<file path="src/rtl/core/burh_pkg.sv">
`timescale 1ns / 1ps
package burh_pkg;

    localparam int CNT_W  = 7;
    localparam int WORD_W = 64;

    typedef enum logic [1:0] {
        MODE_PUSH  = 2'd0,
        MODE_UNDO  = 2'd1,
        MODE_REDO  = 2'd2,
        MODE_CLEAR = 2'd3
    } t_mode;

    typedef enum logic [1:0] {
        ST_OK      = 2'd0,
        ST_NO_UNDO = 2'd1,
        ST_NO_REDO = 2'd2
    } t_status;

    typedef enum logic {
        S_IDLE = 1'b0,
        S_OUT  = 1'b1
    } t_state;

    typedef struct packed {
        logic accept;
        logic cfg_write;
    } t_ctrl_cmd;

    typedef struct packed {
        logic empty;
    } t_dp_status;

endpackage

</file>
<file path="src/rtl/core/burh_cmd_if.sv">
`timescale 1ns / 1ps
interface burh_cmd_if import burh_pkg::*; ();
    logic                valid;
    logic                ready;
    logic [1:0]          mode;
    logic [WORD_W-1:0]   entry_in;

    modport source (output valid, output mode, output entry_in, input ready);
    modport sink   (input valid, input mode, input entry_in, output ready);
endinterface

</file>
<file path="src/rtl/core/burh_rsp_if.sv">
`timescale 1ns / 1ps
interface burh_rsp_if import burh_pkg::*; ();
    logic                valid;
    logic                ready;
    logic [WORD_W-1:0]   entry_out;
    logic [1:0]          status;
    logic [CNT_W-1:0]    undo_count;
    logic [CNT_W-1:0]    redo_count;

    modport source (output valid, output entry_out, output status,
                    output undo_count, output redo_count, input ready);
    modport sink   (input valid, input entry_out, input status,
                    input undo_count, input redo_count, output ready);
endinterface

</file>
<file path="src/rtl/core/burh_cfg_if.sv">
`timescale 1ns / 1ps
interface burh_cfg_if import burh_pkg::*; ();
    logic               valid;
    logic               ready;
    logic [CNT_W-1:0]   data;

    modport source (output valid, output data, input ready);
    modport sink   (input valid, input data, output ready);
endinterface

</file>
<file path="src/rtl/core/burh_ctrl.sv">
`timescale 1ns / 1ps
module burh_ctrl import burh_pkg::*; (
    input  logic       i_clk,
    input  logic       i_rst_n,
    input  logic       i_in_valid,
    input  logic       i_out_ready,
    input  logic       i_cfg_valid,
    input  t_dp_status i_status,
    output logic       o_in_ready,
    output logic       o_out_valid,
    output logic       o_cfg_ready,
    output t_ctrl_cmd  o_cmd
);

    t_state r_state;
    t_state n_state;
    logic   accept;

    always_ff @(posedge i_clk) begin
        if (!i_rst_n) begin
            r_state <= S_IDLE;
        end else begin
            r_state <= n_state;
        end
    end

    assign accept = i_in_valid && o_in_ready;

    always_comb begin
        n_state = r_state;
        case (r_state)
            S_IDLE: begin
                if (accept) begin
                    n_state = S_OUT;
                end
            end
            S_OUT: begin
                if (i_out_ready && !accept) begin
                    n_state = S_IDLE;
                end
            end
            default: n_state = S_IDLE;
        endcase
    end

    always_comb begin
        o_in_ready  = 1'b0;
        o_out_valid = 1'b0;
        case (r_state)
            S_IDLE: begin
                o_in_ready = 1'b1;
            end
            S_OUT: begin
                o_out_valid = 1'b1;
                o_in_ready  = i_out_ready;
            end
            default: begin
                o_in_ready  = 1'b0;
                o_out_valid = 1'b0;
            end
        endcase
    end

    assign o_cfg_ready     = 1'b1;
    assign o_cmd.accept    = accept;
    assign o_cmd.cfg_write = i_cfg_valid && i_status.empty;

endmodule

</file>
<file path="src/rtl/core/burh_datapath.sv">
`timescale 1ns / 1ps
module burh_datapath import burh_pkg::*; #(
    parameter int DEPTH      = 64,
    parameter int ENTRY_BITS = 64
) (
    input  logic              i_clk,
    input  logic              i_rst_n,
    input  t_ctrl_cmd         i_cmd,
    input  logic [1:0]        i_mode,
    input  logic [WORD_W-1:0] i_entry_in,
    input  logic [CNT_W-1:0]  i_cfg_data,
    output t_dp_status        o_status,
    output logic [WORD_W-1:0] o_entry_out,
    output logic [1:0]        o_result_status,
    output logic [CNT_W-1:0]  o_undo_count,
    output logic [CNT_W-1:0]  o_redo_count
);

    localparam int IDX_W     = (DEPTH > 1) ? $clog2(DEPTH) : 1;
    localparam int SUM_W     = ((IDX_W > CNT_W) ? IDX_W : CNT_W) + 1;
    localparam int RESET_MAX = (DEPTH < 64) ? DEPTH : 64;

    logic [ENTRY_BITS-1:0] mem [DEPTH];

    logic [IDX_W-1:0]      r_oldest;
    logic [CNT_W-1:0]      r_cursor;
    logic [CNT_W-1:0]      r_count;
    logic [CNT_W-1:0]      r_max;
    logic [ENTRY_BITS-1:0] r_rd_data;
    logic                  r_use_rd;
    t_status               r_status;
    logic [CNT_W-1:0]      r_undo;
    logic [CNT_W-1:0]      r_redo;

    logic [IDX_W-1:0]      n_oldest;
    logic [CNT_W-1:0]      n_cursor;
    logic [CNT_W-1:0]      n_count;
    logic [CNT_W-1:0]      n_max;
    t_status               n_status;
    logic                  n_use_rd;

    logic [CNT_W-1:0]      mem_off;
    logic [IDX_W-1:0]      mem_addr;
    logic [IDX_W-1:0]      next_oldest;
    logic                  mem_wr;
    logic                  mem_rd;

    function automatic logic [IDX_W-1:0] slot_of(input logic [IDX_W-1:0] base,
                                                 input logic [CNT_W-1:0] off);
        logic [SUM_W-1:0] sum;
        sum = SUM_W'(base) + SUM_W'(off);
        if (sum >= SUM_W'(DEPTH)) begin
            sum = sum - SUM_W'(DEPTH);
        end
        return sum[IDX_W-1:0];
    endfunction

    always_comb begin
        n_oldest = r_oldest;
        n_cursor = r_cursor;
        n_count  = r_count;
        n_status = ST_OK;
        n_use_rd = 1'b0;
        mem_off  = r_cursor;
        mem_wr   = 1'b0;
        mem_rd   = 1'b0;
        case (t_mode'(i_mode))
            MODE_PUSH: begin
                mem_wr = i_cmd.accept;
                if (r_cursor >= r_max) begin
                    n_oldest = next_oldest;
                    n_count  = r_cursor;
                end else begin
                    n_cursor = r_cursor + CNT_W'(1);
                    n_count  = r_cursor + CNT_W'(1);
                end
            end
            MODE_UNDO: begin
                mem_off = r_cursor - CNT_W'(1);
                if (r_cursor == '0) begin
                    n_status = ST_NO_UNDO;
                end else begin
                    n_cursor = r_cursor - CNT_W'(1);
                    n_use_rd = 1'b1;
                    mem_rd   = i_cmd.accept;
                end
            end
            MODE_REDO: begin
                if (r_cursor >= r_count) begin
                    n_status = ST_NO_REDO;
                end else begin
                    n_cursor = r_cursor + CNT_W'(1);
                    n_use_rd = 1'b1;
                    mem_rd   = i_cmd.accept;
                end
            end
            MODE_CLEAR: begin
                n_oldest = '0;
                n_cursor = '0;
                n_count  = '0;
            end
            default: begin
                n_status = ST_OK;
            end
        endcase
    end

    assign mem_addr    = slot_of(r_oldest, mem_off);
    assign next_oldest = slot_of(r_oldest, CNT_W'(1));

    always_comb begin
        if (i_cfg_data == '0) begin
            n_max = CNT_W'(1);
        end else if (int'(i_cfg_data) > DEPTH) begin
            n_max = CNT_W'(DEPTH);
        end else begin
            n_max = i_cfg_data;
        end
    end

    always_ff @(posedge i_clk) begin
        if (mem_wr) begin
            mem[mem_addr] <= i_entry_in[ENTRY_BITS-1:0];
        end
        if (mem_rd) begin
            r_rd_data <= mem[mem_addr];
        end
    end

    always_ff @(posedge i_clk) begin
        if (!i_rst_n) begin
            r_oldest <= '0;
            r_cursor <= '0;
            r_count  <= '0;
            r_max    <= CNT_W'(RESET_MAX);
        end else begin
            if (i_cmd.accept) begin
                r_oldest <= n_oldest;
                r_cursor <= n_cursor;
                r_count  <= n_count;
            end
            if (i_cmd.cfg_write) begin
                r_max <= n_max;
            end
        end
    end

    always_ff @(posedge i_clk) begin
        if (i_cmd.accept) begin
            r_use_rd <= n_use_rd;
            r_status <= n_status;
            r_undo   <= n_cursor;
            r_redo   <= n_count - n_cursor;
        end
    end

    assign o_status.empty  = (r_count == '0);
    assign o_entry_out     = r_use_rd ? WORD_W'(r_rd_data) : '0;
    assign o_result_status = r_status;
    assign o_undo_count    = r_undo;
    assign o_redo_count    = r_redo;

endmodule

</file>
<file path="src/rtl/core/bounded_undo_redo_history.sv">
// A result is valid in the cycle after its command transaction.
// Throughput: one command per cycle while results are taken each cycle; the
// single result register holds off the next command while its result waits.
// Reset clears the pointers, the entry count and the handshake state and sets
// the capacity to the smaller of DEPTH and 64; the store is not cleared.
`timescale 1ns / 1ps
module bounded_undo_redo_history import burh_pkg::*; #(
    parameter int DEPTH      = 64,
    parameter int ENTRY_BITS = 64
) (
    input  logic        i_clk,
    input  logic        i_rst_n,
    burh_cmd_if.sink    i_cmd,
    burh_rsp_if.source  o_rsp,
    burh_cfg_if.sink    i_cfg
);

    t_ctrl_cmd  cmd;
    t_dp_status dp_status;

    burh_ctrl u_ctrl (
        .i_clk       (i_clk),
        .i_rst_n     (i_rst_n),
        .i_in_valid  (i_cmd.valid),
        .i_out_ready (o_rsp.ready),
        .i_cfg_valid (i_cfg.valid),
        .i_status    (dp_status),
        .o_in_ready  (i_cmd.ready),
        .o_out_valid (o_rsp.valid),
        .o_cfg_ready (i_cfg.ready),
        .o_cmd       (cmd)
    );

    burh_datapath #(
        .DEPTH      (DEPTH),
        .ENTRY_BITS (ENTRY_BITS)
    ) u_datapath (
        .i_clk           (i_clk),
        .i_rst_n         (i_rst_n),
        .i_cmd           (cmd),
        .i_mode          (i_cmd.mode),
        .i_entry_in      (i_cmd.entry_in),
        .i_cfg_data      (i_cfg.data),
        .o_status        (dp_status),
        .o_entry_out     (o_rsp.entry_out),
        .o_result_status (o_rsp.status),
        .o_undo_count    (o_rsp.undo_count),
        .o_redo_count    (o_rsp.redo_count)
    );

endmodule

</file>
<file path="src/flat_wrapper.sv">
// flat-port wrapper written by rule: the top's interface ports become plain ports
module bounded_undo_redo_history_flat import burh_pkg::*;
#(
    parameter int DEPTH      = 64,
    parameter int ENTRY_BITS = 64
)
  (i_clk, i_rst_n, i_cmd_valid, i_cmd_mode, i_cmd_entry_in, i_cmd_ready, o_rsp_valid, o_rsp_entry_out, o_rsp_status, o_rsp_undo_count, o_rsp_redo_count, o_rsp_ready, i_cfg_valid, i_cfg_data, i_cfg_ready);
  burh_cmd_if i_cmd_i ();
  burh_rsp_if o_rsp_i ();
  burh_cfg_if i_cfg_i ();
  input  logic i_clk;
  input  logic i_rst_n;
  input wire logic [$bits(i_cmd_i.valid)-1:0] i_cmd_valid;
  input wire logic [$bits(i_cmd_i.mode)-1:0] i_cmd_mode;
  input wire logic [$bits(i_cmd_i.entry_in)-1:0] i_cmd_entry_in;
  output wire logic [$bits(i_cmd_i.ready)-1:0] i_cmd_ready;
  output wire logic [$bits(o_rsp_i.valid)-1:0] o_rsp_valid;
  output wire logic [$bits(o_rsp_i.entry_out)-1:0] o_rsp_entry_out;
  output wire logic [$bits(o_rsp_i.status)-1:0] o_rsp_status;
  output wire logic [$bits(o_rsp_i.undo_count)-1:0] o_rsp_undo_count;
  output wire logic [$bits(o_rsp_i.redo_count)-1:0] o_rsp_redo_count;
  input wire logic [$bits(o_rsp_i.ready)-1:0] o_rsp_ready;
  input wire logic [$bits(i_cfg_i.valid)-1:0] i_cfg_valid;
  input wire logic [$bits(i_cfg_i.data)-1:0] i_cfg_data;
  output wire logic [$bits(i_cfg_i.ready)-1:0] i_cfg_ready;
  assign i_cmd_i.valid = i_cmd_valid;
  assign i_cmd_i.mode = i_cmd_mode;
  assign i_cmd_i.entry_in = i_cmd_entry_in;
  assign i_cmd_ready = i_cmd_i.ready;
  assign o_rsp_valid = o_rsp_i.valid;
  assign o_rsp_entry_out = o_rsp_i.entry_out;
  assign o_rsp_status = o_rsp_i.status;
  assign o_rsp_undo_count = o_rsp_i.undo_count;
  assign o_rsp_redo_count = o_rsp_i.redo_count;
  assign o_rsp_i.ready = o_rsp_ready;
  assign i_cfg_i.valid = i_cfg_valid;
  assign i_cfg_i.data = i_cfg_data;
  assign i_cfg_ready = i_cfg_i.ready;
  bounded_undo_redo_history #(.DEPTH(DEPTH), .ENTRY_BITS(ENTRY_BITS)) u_core (.i_clk(i_clk), .i_rst_n(i_rst_n), .i_cmd(i_cmd_i), .o_rsp(o_rsp_i), .i_cfg(i_cfg_i));
endmodule
</file>
<file path="config.mk">
export PLATFORM = sky130hd
export DESIGN_NAME = bounded_undo_redo_history_flat
export DESIGN_NICKNAME = d
export VERILOG_FILES = /design/src/rtl/core/burh_pkg.sv /design/src/rtl/core/burh_cmd_if.sv /design/src/rtl/core/burh_rsp_if.sv /design/src/rtl/core/burh_cfg_if.sv /design/src/rtl/core/burh_ctrl.sv /design/src/rtl/core/burh_datapath.sv /design/src/rtl/core/bounded_undo_redo_history.sv /design/src/flat_wrapper.sv
export SDC_FILE = /design/constraint.sdc
export NUM_CORES = 2
export LEC_CHECK = 0
export BUFFER_PORTS_ARGS = -buffer_cell sky130_fd_sc_hd__buf_2
export CAP_MARGIN = 20
export CORE_ASPECT_RATIO = 2
export CORE_MARGIN = 4
export CORE_UTILIZATION = 45
export CTS_CLUSTER_DIAMETER = 150
export DETAILED_ROUTE_END_ITERATION = 16
export PLACE_DENSITY = 0.65
export SKIP_LAST_GASP = 1
export SYNTH_ARGS = -nofsm -noshare
export SYNTH_HDL_FRONTEND = slang
export SYNTH_SLANG_ARGS = --single-unit
</file>
<file path="constraint.sdc">
create_clock -name i_clk -period 11.9 [get_ports i_clk]
set_clock_uncertainty 0.15 [all_clocks]
set_input_delay 2.38 -clock i_clk [delete_from_list [all_inputs] [get_ports i_clk]]
set_output_delay 2.38 -clock i_clk [all_outputs]
set_load 0.02 [all_outputs]
</file>
* Word level (Yosys, flattened, before mapping)
Memories as Yosys holds them, arrays and structs flattened. A register that Yosys moved wholly into a read port is not among the register bits.
Index checks and enable logic that the tools add are counted.
** Word-level totals
- Bits in registers :: 45
- Memories kept :: 1
- Bits in writable memories :: 4096
** Cells by class
- Equality and inequality tests :: 4
- Reductions and logical operators :: 10
- Add/subtract/negate cells :: 7
- Bitwise operators :: 1
- $lt $le $gt $ge :: 5
- Mux-type cells :: 30
** Memories
- u_core.u_datapath.mem :: words 64, bits a word 64, read ports 1, clocked after Yosys merged registers in 1, wr ports 1, RTL line burh_datapath.sv:23 : logic [ENTRY_BITS-1:0] mem [DEPTH];
** Operators by type and width (count)
- two-way mux 64 bit :: 1
- two-way mux 7 bit :: 6
- case mux 7 bit (4 select lines) :: 1
- logical NOT 7 bit :: 3
- two-way mux 6 bit :: 3
- >= comparator 7 bit :: 2
- case mux 7 bit (2 select lines) :: 1
- case mux 6 bit (2 select lines) :: 1
- subtractor 6 x 1 -> 6 bit (second input constant) :: 2
- two-way mux 1 bit :: 11
- adder 6 x 7 -> 8 bit :: 1
- >= comparator 8 x 7 -> 1 bit (second input constant) :: 1
- case mux 1 bit (2 select lines) :: 4
- adder 6 x 1 -> 7 bit (second input constant) :: 1
- adder 7 x 1 -> 7 bit (second input constant) :: 1
- >= comparator 7 bit (second input constant) :: 1
- greater-than comparator 7 bit (second input constant) :: 1
- subtractor 7 x 1 -> 7 bit (second input constant) :: 1
- subtractor 7 bit :: 1
- == test 2 bit (second input constant) :: 2
- case mux 2 bit (2 select lines) :: 1
- logical AND 1 bit :: 3
- AND reduction 3 bit :: 1
- == test 2 x 1 -> 1 bit (second input constant) :: 1
- 6 further kinds :: 6

* Depth between registers and ports, before layout
- Depth in word-level cells :: 7
- Gate-level depth with buffers :: 19
- Depth with buffers taken out :: 18

* Cells and area by module
Synthesis repeated with hierarchy kept, for this count alone.
** Second synthesis, totals
- Cell total of the unflattened synthesis :: 10277
- Area total of the unflattened synthesis :: 164589.1 um^2
** By module, submodules not included
- burh_datapath :: seq. area each 125970.8 um^2, area an instance 164506.5 um^2, instances 1, cells an instance 10268
- burh_ctrl :: seq. area each 20.0 um^2, area an instance 82.6 um^2, instances 1, cells an instance 9

* Worst setup path after synthesis
OpenSTA, ideal clock, no wires.
- Path kind :: in2reg
- Start :: input i_cmd_mode[1]
- End :: memory u_core.u_datapath.mem[14][0] (enable)
- Path slack :: 1.611 ns
- Library setup time :: 0.564 ns
- Arrival time :: 9.575 ns
- Stages on the path :: 15
- Cells stage by stage :: inv_1 -> ha_1 -> clkbuf_1 -> xor2_1 -> ha_1 -> inv_1 -> fa_1 -> buf_4 -> buf_2 -> nor2_1 -> buf_2 -> buf_2 -> buf_1 -> nand2_1 -> nor3_1
** On the way
- Longest elaborated chain between the ends :: 5
- Elaborated cells on any way between the ends :: 10
** RTL lines
- start, declared :: RTL line flat_wrapper.sv:14 : input wire logic [$bits(i_cmd_i.mode)-1:0] i_cmd_mode;
- == test 2 x 1 -> 1 bit :: RTL line burh_datapath.sv:67 : case (t_mode'(i_mode))
- two-way mux 7 bit :: RTL line burh_datapath.sv:67
- adder 6 x 7 -> 8 bit :: RTL line burh_datapath.sv:51 : sum = SUM_W'(base) + SUM_W'(off);
- >= comparator 8 x 7 -> 1 bit / subtractor 6 x 1 -> 6 bit (equally long branches) :: RTL line burh_datapath.sv:52, burh_datapath.sv:53
- two-way mux 6 bit :: RTL line burh_datapath.sv:52 : if (sum >= SUM_W'(DEPTH)) begin
- end, declared :: RTL line burh_datapath.sv:23
Several ways; a longest one is shown, not always the timed one.

* Final worst setup path
- Start :: input i_cmd_mode[1]
- End :: register u_core.u_datapath.r_rd_data[46], read port of u_core.u_datapath.mem (data pin)
** On the way
- Longest elaborated chain between the ends :: 5
- Elaborated cells on any way between the ends :: 8
** RTL lines
- == test 2 x 1 -> 1 bit :: RTL line burh_datapath.sv:67
- two-way mux 7 bit :: RTL line burh_datapath.sv:67
- adder 6 x 7 -> 8 bit :: RTL line burh_datapath.sv:51
- >= comparator 8 x 7 -> 1 bit / subtractor 6 x 1 -> 6 bit (equally long branches) :: RTL line burh_datapath.sv:52, burh_datapath.sv:53
- two-way mux 6 bit :: RTL line burh_datapath.sv:52
- end, declared :: RTL line burh_datapath.sv:29 : logic [ENTRY_BITS-1:0] r_rd_data;
Several ways; a longest one is shown, not always the timed one.
A chain may end at the register's enable or synchronous reset.

==> results.txt <==
----------------------------------------------------
[Global routing]
  Number of global-route vias before repair ... 99900
  Leftover overflow at the end of global routing ... 0
  Maximum number of pins on one net before global-route repair ... 137
  Initial antenna violation count ... 52
  Wire length of the first global-routing pass ... 790000 µm
  Total routing usage reported by global routing ... 29.7%

[Timing]
  Actual transition at the worst max-transition pin ... 1290 ps
  Tcrit/Tclk final ... 65.5%
  Peak Freq ... 128 MHz
  Final Max Tran Viols ... 0
  Setup repair after global routing missed its margin ... false
  Post-Route Setup TNS ... 0 ps
  Final setup violation count ... 0
  Count of final hold-check violations ... 0
  Clock period minus final worst setup slack ... 7790 ps
  Max_slew headroom ... 14.2%

[Worst setup path]
  Startpoint of the worst-slack reg-to-reg timing path ... u_core.u_datapath.r_cursor[0]$_SDFFE_PN0P_
  Timing startpoint of the critical path ... i_cmd_mode[1]
  Slack of the worst reg-to-reg path ... 5030 ps
  Required time reported for the critical path endpoint ... 12520 ps
  Crit path largest cell delay ... 1340 ps
  Worst path arrival time ... 8420 ps
  Reg2Reg Capture Point ... u_core.u_datapath.r_rd_data[46]$_DFFE_PP_
  Most frequent cell on the critical path ... sky130_fd_sc_hd__buf_4
  Family with the most delay on the worst path ... buffers and inverters
  Worst Setup Start Kind ... primary input
  Crit-path max FO ... 62
  Critical-path cell list ... buf_2 -> inv_1 -> ha_1 -> xor2_1 -> ha_4 -> inv_1 -> fa_4 -> buf_4 -> nand2_4 -> buf_4 -> buf_4 -> a21oi_1 -> nor3_1 -> o31ai_1 -> a21oi_1 -> a31oi_1
  Crit path capture type ... register
  Crit path max-delay cell type ... sky130_fd_sc_hd__fa_4
  CP bufs+invs ... 6
  Reg2reg path depth ... 14
  Type of the setup path with the least slack ... primary input to register

[CTS]
  Gates resized, CTS repair ... 0
  Number of post-CTS setup repair buffers ... 0
  CTS tree ... done
  Clock slew at reported path FFs ... 70 ps
  Clock buffers created by TritonCTS ... 348
  Maximum clock path buffer count ... 4
  Clock Latency Late Sink ... 950 ps
  H-Tree Level Count ... 5
  Clk Tree Root Cell ... sky130_fd_sc_hd__clkbuf_16
  Total number of clock tree sinks ... 4205
  Total of hold buffers inserted after clock tree synthesis ... 0

[Floorplan]
  Chip width ... 436 µm
  Effective utilization at floorplan ... 45.1%
  Standard cell core area ... 365000 µm²
  Core Rows ... 314
  Die boundary height ... 864 µm
  Top-level I/O count ... 161
  Die Area ... 376000 µm²

[Routing]
  Number of violations reported at the end of detailed-routing iteration 0 ... 16300
  Via-to-Cell Ratio ... 6.74
  Post-detailed-route count of antenna-violating nets ... 0
  TritonRoute pass-1 iters ... 9
  Total DRC errors in the routed layout ... 0
  Detailed Route WL ... 577000 µm
  Average detailed-routed wire length per instance ... 38.2 µm
  Routed via count ... 102000

[Logic synthesis]
  Post-synthesis register bit count ... 4205
  Net count after synthesis ... 10100
  Count of unique library cells instantiated by Yosys ... 87
  Primary flip-flop cell chosen by synthesis mapping ... sky130_fd_sc_hd__edfxtp_1
  Post-synthesis average cell area ... 16.6 µm²
  Synth async-reset ratio ... 0%
  Post-synthesis instance area ... 165000 µm²
  Proportion of synthesized chip area in sequential cells ... 76.5%
  Synth Warn # ... 0
  Number of flops mapped to enable cells by yosys ... 4177
  Synthesized instance count ... 9937

[Hold path]
  Endpoint of the worst hold path ... u_core.u_datapath.r_max[6]$_SDFFE_PN1P_
  Worst min-delay path class ... register to register
  Worst hold path depth ... 2
  Startpoint of the lowest-slack hold path ... u_core.u_datapath.r_max[6]$_SDFFE_PN1P_

[Placement]
  Detail Placement HPWL ... 316000 µm
  Gpl congestion ... 0.872
  Buffers on Ports ... 159
  Cell area reported after detailed placement ... 171000 µm²
  Placed insts ... 14400

[Power and ir drop]
  Maximum vdd drop ... 0.115 mV
  Total leakage power ... 58.2 nW
  Power density over the cells ... 183 nW/µm²

[Cells and area]
  Layout cell share with drive strength beyond 1 ... 14.2%
  Post-route design area ... 184000 µm²
  Non-Filler Instances ... 15100
  NumNets Final ... 10200
  Area growth syn-to-layout ... 11.4%

[Job]
  Number of max-cap violations ... 0

[Outcome]
  Outcome ... completed

----------------------------------------------------
-- report_power, final --
group	leakage, nW	internal (mW)	switching [mW]	total, mW
sequential	37.8	16.4	0.0451	16.4
clock	5.43	6.21	5.38	11.6
combinational	15.0	1.59	3.91	5.50
total	58.2	24.2	9.33	33.5
-- placed cells by master (no fill, tap or decap), drive strengths merged, types with 23 or more instances in the layout --
| cell type | n |
|---|---|
| o21ai | 317 |
| a211oi | 59 |
| a311oi | 75 |
| a21oi | 421 |
| a2111oi | 41 |
| nand4 | 23 |
| mux2 | 143 |
| nor2 | 121 |
| ha | 33 |
| diode | 26 |
| mux4 | 190 |
| clkinv | 147 |
| o221ai | 66 |
| o311ai | 33 |
| and2 | 75 |
| mux2i | 522 |
| o211ai | 102 |
| a31oi | 148 |
| bufinv | 33 |
| dfxtp | 28 |
| buf | 511 |
| nand2 | 1026 |
| a221o | 37 |
| a32oi | 47 |
| nand3 | 460 |
| nor3 | 120 |
| a22oi | 111 |
| a221oi | 238 |
| clkbuf | 414 |
| and3 | 72 |
| a22o | 69 |
| o22ai | 166 |
| inv | 54 |
| nor4 | 25 |
| edfxtp | 4177 |
-- worst max-delay path by stage --
| stage | slack [ps] | cells past startpoint | to |
|---|---|---|---|
| finish | 4110 | 16 | u_core.u_datapath.r_rd_data[46]$_DFFE_PP_ |
| detailed placement | 3360 | 14 | u_core.u_datapath.r_rd_data[14]$_DFFE_PP_ |
| global placement | 3010 | 14 | u_core.u_datapath.r_rd_data[46]$_DFFE_PP_ |
| floorplan | 1610 | 15 | u_core.u_datapath.mem[14][0]$_DFFE_PP_ |
| global route | 4020 | 16 | u_core.u_datapath.r_rd_data[46]$_DFFE_PP_ |
| CTS | 4350 | 16 | u_core.u_datapath.mem[19][40]$_DFFE_PP_ |
-- state kept, by name (all words and copies together), names as in the netlist, 2 cells and up --
register	count
u_core.u_datapath.r_cursor	7
u_core.u_datapath.r_oldest	6
u_core.u_datapath.r_max	7
u_core.u_datapath.r_rd_data	64
u_core.u_datapath.o_result_status	2
u_core.u_datapath.mem	4096
u_core.u_datapath.o_undo_count	7
u_core.u_datapath.r_count	7
u_core.u_datapath.o_redo_count	7
-- worst reg2reg max path, delay by kind of cell (launching register included) --
kind / cells / cell delay, ps
compound gates: 5 / 1700
simple gates: 2 / 250
fa+ha+maj: 2 / 1750
buf+inv: 5 / 2210
flops: 1 / 660
-- layer usage --
layer / up-vias / track usage, % / wire length, µm
li1: 40100 / - / -
met5: - / 0 / 212
met3: 2164 / 6.29 / 62000
met4: 32 / 22.9 / 53800
met2: 7860 / 49.5 / 280000
met1: 51700 / 33.5 / 181000
-- metrics by stage --
stage	setup slack [ps]	utilization, %	power [mW]	hold slack, ps
floorplan	1610	-	19.9	295
CTS	4350	50.0	33.4	340
global route	4020	50.3	34.3	365
detailed placement	3360	47.0	22.1	325
global placement	3010	46.9	22.0	320
finish	4110	50.3	33.5	339
-- area by class of cell --
class,instances,area (µm²)
diodes,26,65.1
clock buffers,414,9080
clock inverters,213,2040
fillers,29200,181000
inverters,37,154
multi-input cells,4963,35600
flip-flops and latches,4205,126000
well taps,4740,5930
repair buffers,513,4600
-- kinds of logic (layout without fill, tap and decap cells) --
kind of cell	after synthesis	after routing	share of synthesized area, %
AOI/OAI and AO/OA	2062	2062	8.67
and+or+nand+nor	1975	1975	5.35
DFF	4205	4205	76.5
xor gates and xnor gates	35	35	0.223
other	1	27	0.00228
muxes	855	855	6.75
buffers and inverters	769	1177	2.24
adders and majority gates	35	35	0.275
-- synthesized netlist by cell type, drive strengths merged (14+ instances only) --
cell | n | share of area (%)
a22o | 69 | 0.37
a221oi | 238 | 1.3
buf | 512 | 1.7
a311oi | 75 | 0.40
mux2i | 522 | 3.2
o221ai | 66 | 0.35
nand2 | 1026 | 2.3
and2 | 75 | 0.28
a221o | 37 | 0.22
dfxtp | 28 | 0.34
o211ai | 102 | 0.46
xor2 | 14 | 0.084
mux4 | 190 | 2.6
nor3 | 120 | 0.37
a31oi | 148 | 0.56
a22oi | 111 | 0.51
mux2 | 143 | 0.98
nor2 | 121 | 0.28
ha | 33 | 0.25
xnor2 | 21 | 0.14
clkbuf | 220 | 0.50
o31ai | 18 | 0.082
inv | 36 | 0.082
nand4 | 23 | 0.087
nor4 | 25 | 0.095
nand3 | 460 | 1.4
a32oi | 47 | 0.25
a21oi | 421 | 1.3
o311ai | 33 | 0.18
and3 | 72 | 0.27
edfxtp | 4177 | 76
a211oi | 59 | 0.27
o22ai | 166 | 0.63
o21ai | 317 | 0.96
nor2b | 17 | 0.065
a2111oi | 41 | 0.23
Power figures use the tool's default switching activity.
